$ cat src/design/rci_delay.sv
// delay line with a reset valid lane and an enable
module rci_delay #(
  parameter int W = 8,
  parameter int N = 4
) (
  input  logic         clk_i,
  input  logic         rst_ni,
  input  logic         en_i,
  input  logic         v_i,
  input  logic [W-1:0] d_i,
  output logic         v_o,
  output logic [W-1:0] d_o
);

  logic         v_q [N];
  logic [W-1:0] d_q [N];

  always_ff @(posedge clk_i or negedge rst_ni) begin
    if (!rst_ni) begin
      for (int k = 0; k < N; k++) v_q[k] <= 1'b0;
    end else if (en_i) begin
      v_q[0] <= v_i;
      for (int k = 1; k < N; k++) v_q[k] <= v_q[k-1];
    end
  end

  always_ff @(posedge clk_i) begin
    if (en_i) begin
      d_q[0] <= d_i;
      for (int k = 1; k < N; k++) d_q[k] <= d_q[k-1];
    end
  end

  assign v_o = v_q[N-1];
  assign d_o = d_q[N-1];

endmodule

$ cat config.mk
export PLATFORM = sky130hd
export DESIGN_NAME = rci_delay
export DESIGN_NICKNAME = d
export VERILOG_FILES = /design/src/design/rci_delay.sv
export SDC_FILE = /design/constraint.sdc
export NUM_CORES = 1
export LEC_CHECK = 0
export BUFFER_PORTS_ARGS = -buffer_cell sky130_fd_sc_hd__buf_2
export CAP_MARGIN = 20
export CORE_MARGIN = 2
export CORE_UTILIZATION = 55
export DETAILED_ROUTE_END_ITERATION = 12
export PLACE_DENSITY = 0.82
export SYNTH_ARGS = -nofsm -noshare
export SYNTH_HDL_FRONTEND = slang
export SYNTH_SLANG_ARGS = --single-unit
$ cat constraint.sdc
create_clock -name clk_i -period 1.9 [get_ports clk_i]
set_clock_uncertainty 0.15 [all_clocks]
set_input_delay 0.285 -clock clk_i [delete_from_list [all_inputs] [get_ports clk_i]]
set_output_delay 0.285 -clock clk_i [all_outputs]
set_load 0.01 [all_outputs]
==> results of run 1 <==
==> cell usage after synthesis <==
cell type,number,area share
dfrtp_1,4,0.091
edfxtp_1,32,0.87
mux2_2,4,0.041
==> kinds of logic (layout without fill, tap and decap cells) <==
family,Yosys count,count (layout),synth area share
buf+inv,0,39,0
mux,4,4,0.0407
flops,36,36,0.959
==> power breakdown <==
part	total, mW	internal (mW)	switching, mW
clock	0.365	0.147	0.218
combinational	0.0806	0.0440	0.0367
sequential	0.949	0.930	0.0190
==> layer usage <==
layer / global-route usage / vias up
met5: 0 / -
met4: 0.129 / 0
met3: 0.0552 / 6
met2: 0.263 / 24
met1: 0.128 / 237
li1: - / 235
==> final timing paths <==
kind	startpoint	end	depth (start not counted)
max	v_o$_DFFE_PN0P_	v_o	1
min reg2reg	d_q[1][6]$_DFFE_PP_	d_q[2][6]$_DFFE_PP_	0
max reg2reg	v_q[1]$_DFFE_PN0P_	v_o$_DFFE_PN0P_	1
min	v_i	v_q[3]$_DFFE_PN0P_	2
max in group asynchronous	rst_ni	v_q[3]$_DFFE_PN0P_	2
min in group asynchronous	rst_ni	v_q[1]$_DFFE_PN0P_	2
==> registers in the layout, indices dropped and copies added (netlist names) <==
register  flops
d_q          32
v_q           3
v_o           1
==> area by class of cell <==
class	instances	area share
well taps	27	0.0242
clock buffers	8	0.0350
repair buffers	31	0.147
multi-input cells	4	0.0323
flip-flops and latches	36	0.761
==> through the flow <==
step	total power [mW]	worst slack, ns	instance area [µm²]	hold WS, ns	util
2_1_floorplan	0.984	0.981	1110	-0.161	-
3_3_place_gp	1.02	0.567	1250	-0.0613	0.653
3_5_place_dp	1.04	0.526	1250	-0.0586	0.653
4_1_cts	1.41	0.596	1390	0.0304	0.725
5_1_grt	1.45	0.569	1390	0.0394	0.725
6_report	1.39	0.617	1390	0.0483	0.725
==> cell usage in the layout, fill, tap and decap left out <==
master / netlist / layout
mux2_2: 4 / 4
dfrtp_1: 4 / 4
buf_4: 0 / 2
edfxtp_1: 32 / 32
clkbuf_4: 0 / 5
buf_2: 0 / 20
dlygate4sd3_1: 0 / 9
clkbuf_1: 0 / 3
==> results.cfg, run 1 <==
[synth]
synthDistinctLibCells = 3
cell_area_synth_um2 = 1110
synth_area_per_cell_um2 = 27.7
yosysWarnings = 0
netlist_instances = 40
synth-seq-cells = 36
seq_area_frac_synth = 0.959
postSynthNetCount = 52

[place]
place.detailed.instances = 89
portBuffers = 20
detailedPlacementHpwl_um = 823
place.gp.congestion = 0.597

[clock_network]
clockBufferDepth = 2
clock_latency_ns = 0.33
cts_resized = 0
clock_sinks = 36
hold_buffers = 9
post_cts.repair.setup_buffers = 0
cts_max_level = 2
cts_buffers = 5
cts_root_buf = clkbuf_4
cts.reportedPaths.clkPinSlew_ns = 0.09
cts_tree = yes

[finish]
fillers = 139
seq_area_um2 = 1060
antenna_cells = 0
multiInputGateArea_um2 = 45.0
nNetsFinal = 90
layoutNonFillerInstCount = 106
area_growth_syn_to_layout_pct = 26.0
drive_gt1_frac = 0.392

[grt]
grt_pass1_wl_mm = 2.31
globalRouteTotalUtil = 0.149
number_of_global_route_vias_before_repair = 514
gr-total-overflow = 0
antenna_violations_before_repair = 0
grt_max_degree = 22

[critical_path]
critPathCaptureType = primary output
crit_buf_inv = 1
critPathLaunchType = flip-flop
kind_of_cell_adding_the_most_delay_to_the_critical_path = flip-flops
critPathKind = flip-flop to primary output
critPathSlowestCell = dfrtp_1
crit_path_cell_trace = buf_2
required_time_at_the_worst_slack_endpoint_ns = 1.46
slowest_stage_delay_on_critical_path_ns = 0.39
cp.arrival_ns = 0.85
rrSetupSlack_ns = 0.98
crit_path_max_fanout = 2

[route]
routed.top_layer = met4
firstDrtPassIters = 2
num_vias = 502
wl_per_cell_um = 13.3
drt_drc_violations_left = 0
routedLengthMet1_um = 507
wl_met3_um = 84
iteration_0_drc_count_of_the_detailed_router = 2
avgViaCountPerCell = 4.74
met2RoutedLength_um = 778
route.antenna.remaining_nets = 0
finalWirelength_mm = 1.41

[timing]
post-route-period-util = 0.675
worst_relative_slew_slack = 0.698
rsz0062_at_grt = false
finalSetupViolCount = 0
timing_hold_violations_final = 0
finalWorstPathRequiredPeriod_ns = 1.28
clock.fmax_mhz = 780
worst-slew-pin-transition_ns = 0.453
slew_viol_final = 0
totalNegativeSetupSlack_ns = 0

[power_and_ir_drop]
irDropWorstVdd_uv = 619
power-per-cell-area_nw_per_um2 = 1000
p_leak_nw = 0.529

[floorplanning]
fp.dieW_um = 48.8
floorplan.die.height_um = 48.8
rows = 16
start_util = 0.576
floorplan.die_area_um2 = 2390
core_region_area_um2 = 1920
io-pin-count = 21

[hold_path]
worstHoldPathType = input port to flip-flop

[run_status]
run_status = finished clean

[job]
timing.max_cap.violations = 0
Note: power is estimated with default switching activity, not from simulation.
==> run 2: changes to the inputs <==
CORE_UTILIZATION = 51   (was 55)
PLACE_DENSITY = 0.77   (was 0.82)
clock period = 1.3 ns   (was 1.9 ns; I/O delays follow)
==> run 2 against run 1 <==
  * Via count fell by 3.4%
  * Clock power rose by 76%
  * Design area rose by 4.1%
  * First-iteration DRC count fell by 100%
  * Non-clock buffer count rose by 3
  * Global-route usage fell by 1.9 points
  * Count of clock-buffer cells in the layout did not move
  * Critical path depth did not move
  * Highest routed layer unchanged
  * Critical path type unchanged
  * Critical endpoint unchanged
==> results.cfg, run 2 (synthesis results as in run 1) <==
[grt]
gr-total-overflow = 0
antenna_violations_before_repair = 0
number_of_global_route_vias_before_repair = 480
grt_pass1_wl_mm = 2.08
globalRouteTotalUtil = 0.130
grt_max_degree = 14

[finish]
number_of_flip_flops_under_the_largest_register_name = 32
final_common_cell = edfxtp_1
seq_area_um2 = 1060
fillers = 136
nNetsFinal = 93
layoutNonFillerInstCount = 109
area_growth_syn_to_layout_pct = 31.2
mostFrequentLayoutCells = 32 x edfxtp_1, 20 x buf_2, 10 x dlygate4sd3_1, 5 x clkbuf_4
drive_gt1_frac = 0.427
multiInputGateArea_um2 = 45.0
antenna_cells = 0
regMostFlops = d_q

[power_and_ir_drop]
power_report.internal_total_mw = 1.75
clockPowerShare = 0.298
swShare = 0.187
power.net_switching_uw = 403
combPwrFrac = 0.060
seq_power_share = 0.642
power-per-cell-area_nw_per_um2 = 1480
p_leak_nw = 0.559
irDropWorstVdd_uv = 1060

[route]
drt_drc_violations_left = 0
iteration_0_drc_count_of_the_detailed_router = 0
wl_per_cell_um = 12.2
avgViaCountPerCell = 4.45
route.antenna.remaining_nets = 0
finalWirelength_mm = 1.33
num_vias = 485
firstDrtPassIters = 1

[timing]
slew_viol_final = 0
worst-slew-pin-transition_ns = 0.314
timing_hold_violations_final = 0
clock.fmax_mhz = 840
setup_slack_ns = 0.109
worst_relative_slew_slack = 0.791
finalWorstPathRequiredPeriod_ns = 1.19
totalNegativeSetupSlack_ns = 0
post-route-period-util = 0.916
rsz0062_at_grt = false
finalSetupViolCount = 0

[critical_path]
required_time_at_the_worst_slack_endpoint_ns = 0.95
crit_path_cell_trace = buf_2
cp.arrival_ns = 0.85
crit_path_max_fanout = 2
critPathKind = flip-flop to primary output
crit_buf_inv = 1
critPathCaptureType = primary output
slowest_stage_delay_on_critical_path_ns = 0.38
critPathLaunchType = flip-flop
kind_of_cell_adding_the_most_delay_to_the_critical_path = flip-flops
critPathSlowestCell = dfrtp_1

[place]
place.detailed.instances = 91
pre_cts_ws_ns = 0.152
portBuffers = 20
place.gp.congestion = 0.597

[run_status]
run_status = finished clean

[clock_network]
clock_latency_ns = 0.33
cts_root_buf = clkbuf_4
cts_tree = yes
cts_resized = 0
cts_max_level = 2
clockBufferDepth = 2
cts.reportedPaths.clkPinSlew_ns = 0.09
cts_buffers = 5
clock_sinks = 36

[floorplanning]
rows = 16
core_region_area_um2 = 2000
start_util = 0.553
floorplan.die.height_um = 50.6
fp.dieW_um = 50.6
io-pin-count = 21
floorplan.die_area_um2 = 2560

[job]
timing.max_cap.violations = 0

[hold_path]
worstHoldPathType = input port to asynchronous set/reset pin
[run 2: changes by cell type in the layout (fill, tap and decap cells not counted)]
cell | previous run | this run
buf_4 | 2 | 3
buf_12 | 0 | 1
dlygate4sd3_1 | 9 | 10
clkbuf_8 | 0 | 2
clkbuf_1 | 3 | 1
[run 2: layout make-up]
class                   instances  share of cell area
multi-input cells               4              0.0310
repair buffers                 34               0.167
clock buffers                   8              0.0474
flip-flops and latches         36               0.731
well taps                      27              0.0233
[run 2: final timing paths]
path	endpoint	startpoint	slack (ns)	cells after the start
min in group clk_i	d_q[2][5]$_DFFE_PP_	en_i	0.11	1
max in group asynchronous	v_q[2]$_DFFE_PN0P_	rst_ni	0.84	2
worst min register to register	d_q[3][6]$_DFFE_PP_	d_q[2][6]$_DFFE_PP_	0.27	0
worst max-delay path	v_o	v_o$_DFFE_PN0P_	0.11	1
worst max register to register	v_q[2]$_DFFE_PN0P_	v_q[3]$_DFFE_PN0P_	0.40	1
worst min-delay path	v_q[1]$_DFFE_PN0P_	rst_ni	0.04	2
[run 2: stage by stage]
| step | hold WS [ns] | cell area, µm² | utilization | power [mW] |
|---|---|---|---|---|
| final | 0.0423 | 1450 | 0.725 | 2.15 |
| after global routing | 0.0593 | 1450 | 0.725 | 2.23 |
| after global placement | -0.151 | 1280 | 0.641 | 1.51 |
| after floorplan | -0.251 | 1110 | - | 1.44 |
| after detailed placement | -0.146 | 1280 | 0.641 | 1.52 |
| after CTS | 0.0300 | 1450 | 0.725 | 2.17 |
[run 2: repair_timing]
action / CTS / global route
hold buffers: 10 / 0
buffers inserted: 0 / 0
endpoints found under the hold margin: 13 / 0
[run 2: power by group through the flow]
stage | logic (mW) | clock network [mW] | registers (mW)
floorplan | 0.0208 | 0 | 1.42
global placement | 0.102 | 0 | 1.40
detailed placement | 0.107 | 0 | 1.41
CTS | 0.130 | 0.656 | 1.38
global route | 0.142 | 0.693 | 1.39
finish | 0.129 | 0.642 | 1.38
[run 2: layer usage]
metal,global-route usage,up-vias,share of wire,routed length [µm]
li1,-,239,-,-
met1,0.117,221,0.39,516
met2,0.208,21,0.51,681
met3,0.0804,4,0.079,105
met4,0.0946,0,0.019,25
met5,0,-,0,0
==> run 3: changes to the inputs <==
ABC_AREA = 1   (was default)
CTS_CLUSTER_SIZE = 20   (was default)
==> run 3 against run 2 <==
  * Combinational power shrank 14%
  * Final cell count rose by 5.5%
  * Critical path depth unchanged
  * Wire length fell by 4.7%
  * Core utilization is 1.4 points lower
  * Worst hold slack improved by 0.014 ns
  * Critical path type unchanged
  * Highest routed layer unchanged
==> results.cfg, run 3 <==
[floorplanning]
start_util = 0.554
fp.dieW_um = 50.7
floorplan.die_area_um2 = 2570
floorplan.die.height_um = 50.7
io-pin-count = 21
rows = 16
core_region_area_um2 = 2000

[critical_path]
critPathCaptureType = primary output
required_time_at_the_worst_slack_endpoint_ns = 0.95
cp.arrival_ns = 0.84
critPathLaunchType = flip-flop
crit_buf_inv = 1
critPathKind = flip-flop to primary output
kind_of_cell_adding_the_most_delay_to_the_critical_path = flip-flops
slowest_stage_delay_on_critical_path_ns = 0.39
launch_point_of_the_worst_reg_to_reg_path = d_q[0][0]$_DFFE_PP_
critPathSlowestCell = dfrtp_1
critical_path.reg2reg.endpoint = d_q[1][0]$_DFFE_PP_
crit_path_max_fanout = 2
rrSetupSlack_ns = 0.51
crit_path_cell_trace = buf_2
timing.reg2reg.worst_path_depth = 0

[finish]
mostFrequentLayoutCells = 32 x edfxtp_1, 20 x buf_2, 12 x nand2_1, 10 x dlygate4sd3_1, 5 x clkbuf_4
regMostFlops = d_q
number_of_flip_flops_under_the_largest_register_name = 32
finish.instance_area_um2 = 1420
nNetsFinal = 99
final_common_cell = edfxtp_1
antenna_cells = 0
drive_gt1_frac = 0.318
area_growth_syn_to_layout_pct = 28.2

[route]
wl_per_cell_um = 11.0
firstDrtPassIters = 3
route.antenna.remaining_nets = 0
drt_drc_violations_left = 0
num_vias = 524
iteration_0_drc_count_of_the_detailed_router = 7
avgViaCountPerCell = 4.56
finalWirelength_mm = 1.27

[place]
post_dp_cell_area_um2 = 1260
portBuffers = 20
detailedPlacementHpwl_um = 756
place.gp.congestion = 0.624

[clock_network]
cts_tree = yes
cts_resized = 0
cts_max_level = 2
cts.reportedPaths.clkPinSlew_ns = 0.10
clock_sinks = 36
cts_root_buf = clkbuf_4
clock_latency_ns = 0.32
clockBufferDepth = 2
cts_buffers = 5

[run_status]
run_status = finished clean

[synth]
cell_area_synth_um2 = 1110
ys.flop_type = edfxtp_1
postSynthNetCount = 61
netlist_instances = 49
synthDominantCellAreaShare = 0.866
synth-edff-count = 32
synth-seq-cells = 36
synthDominantAreaCellType = edfxtp_1
post-synth-top-count-cell = edfxtp_1
async_flop_share = 0.111
synth_area_per_cell_um2 = 22.6
yosys-top-cells-area = edfxtp_1 87%, dfrtp_1 9.0%, nand2_1 4.1%, inv_2 0.34%
seq_area_frac_synth = 0.956
synth.top_cells.by_count = 32 x edfxtp_1, 12 x nand2_1, 4 x dfrtp_1
synthDistinctLibCells = 4
yosysWarnings = 0

[timing]
clock.fmax_mhz = 841
fin_worst_hold_slack_ns = 0.0567
totalNegativeSetupSlack_ns = 0
worst-slew-pin-transition_ns = 0.181
worst_relative_slew_slack = 0.879
finalWorstPathRequiredPeriod_ns = 1.19
slew_viol_final = 0
post-route-period-util = 0.915
rsz0062_at_grt = false
finalSetupViolCount = 0
timing_hold_violations_final = 0

[grt]
antenna_violations_before_repair = 0
number_of_global_route_vias_before_repair = 512
gr-total-overflow = 0
grt_max_degree = 38
grt_pass1_wl_mm = 2.10
globalRouteTotalUtil = 0.120

[power_and_ir_drop]
combPwrFrac = 0.054
swShare = 0.193
seq_power_share = 0.666
irDropWorstVdd_uv = 1240
power.net_switching_uw = 398
power-per-cell-area_nw_per_um2 = 1450
p_leak_nw = 0.566
power_report.internal_total_mw = 1.67
clockPowerShare = 0.281

[job]
timing.max_cap.violations = 0

[hold_path]
worstHoldPathType = input port to asynchronous set/reset pin
## run 3: cell types whose count changed after synthesis, sizes merged
cell and change:
inv +1, nand2 +12, mux2 -4
## run 3: timing repair
item,4_1_cts,5_1_grt
endpoints found under the hold margin,13,0
setup buffers,0,0
setup endpoints to repair,0,0
hold buffers,10,0
## run 3: final cells by class
cell class / count / area (µm²)
inverters: 1 / 3.75
repair buffers: 31 / 220
clock buffers: 7 / 55.1
multi-input cells: 12 / 45.0
clock inverters: 1 / 3.75
fillers: 138 / 579
well taps: 27 / 33.8
flip-flops and latches: 36 / 1060
## run 3: metal layers
layer / routed length [µm] / vias to the layer above / part of all wire / GRT usage
met5: 0 / - / 0 / 0
li1: - / 256 / - / -
met2: 662 / 21 / 0.52 / 0.193
met1: 513 / 245 / 0.40 / 0.139
met4: 19 / 0 / 0.015 / 0.0541
met3: 73 / 2 / 0.058 / 0.0536
## run 3: worst max path at each step
stage,startpoint,end,slack [ns],depth (start not counted)
floorplan,v_o$_DFFE_PN0P_,v_o$_DFFE_PN0P_,0.53,2
global placement,en_i,d_q[3][4]$_DFFE_PP_,0.34,2
detailed placement,en_i,v_o$_DFFE_PN0P_,0.32,5
CTS,d_q[3][3]$_DFFE_PP_,d_o[3],0.10,1
global route,d_q[3][5]$_DFFE_PP_,d_o[5],0.06,1
finish,v_o$_DFFE_PN0P_,v_o,0.11,1
## run 3: cell families (layout without fill, tap and decap cells)
group,after synthesis,count (layout),share of synthesized area
DFF,36,36,0.956
and+or+nand+nor,12,12,0.0406
buffers and inverters,1,40,0.00338
## run 3: metrics by stage
step	instances	setup slack [ns]	total power, mW	util
2_1_floorplan	49	0.535	1.42	-
5_1_grt	115	0.0575	2.17	0.711
3_3_place_gp	97	0.335	1.48	0.631
4_1_cts	115	0.105	2.09	0.711
6_report	115	0.111	2.06	0.711
3_5_place_dp	97	0.317	1.49	0.631
## run 3: power groups by stage
stage	Clock, mW	Combinational [mW]	Sequential (mW)
6_report	0.580	0.111	1.37
5_1_grt	0.667	0.122	1.38
4_1_cts	0.597	0.112	1.38
3_5_place_dp	0	0.0896	1.40
3_3_place_gp	0	0.0847	1.40
2_1_floorplan	0	0.0135	1.41
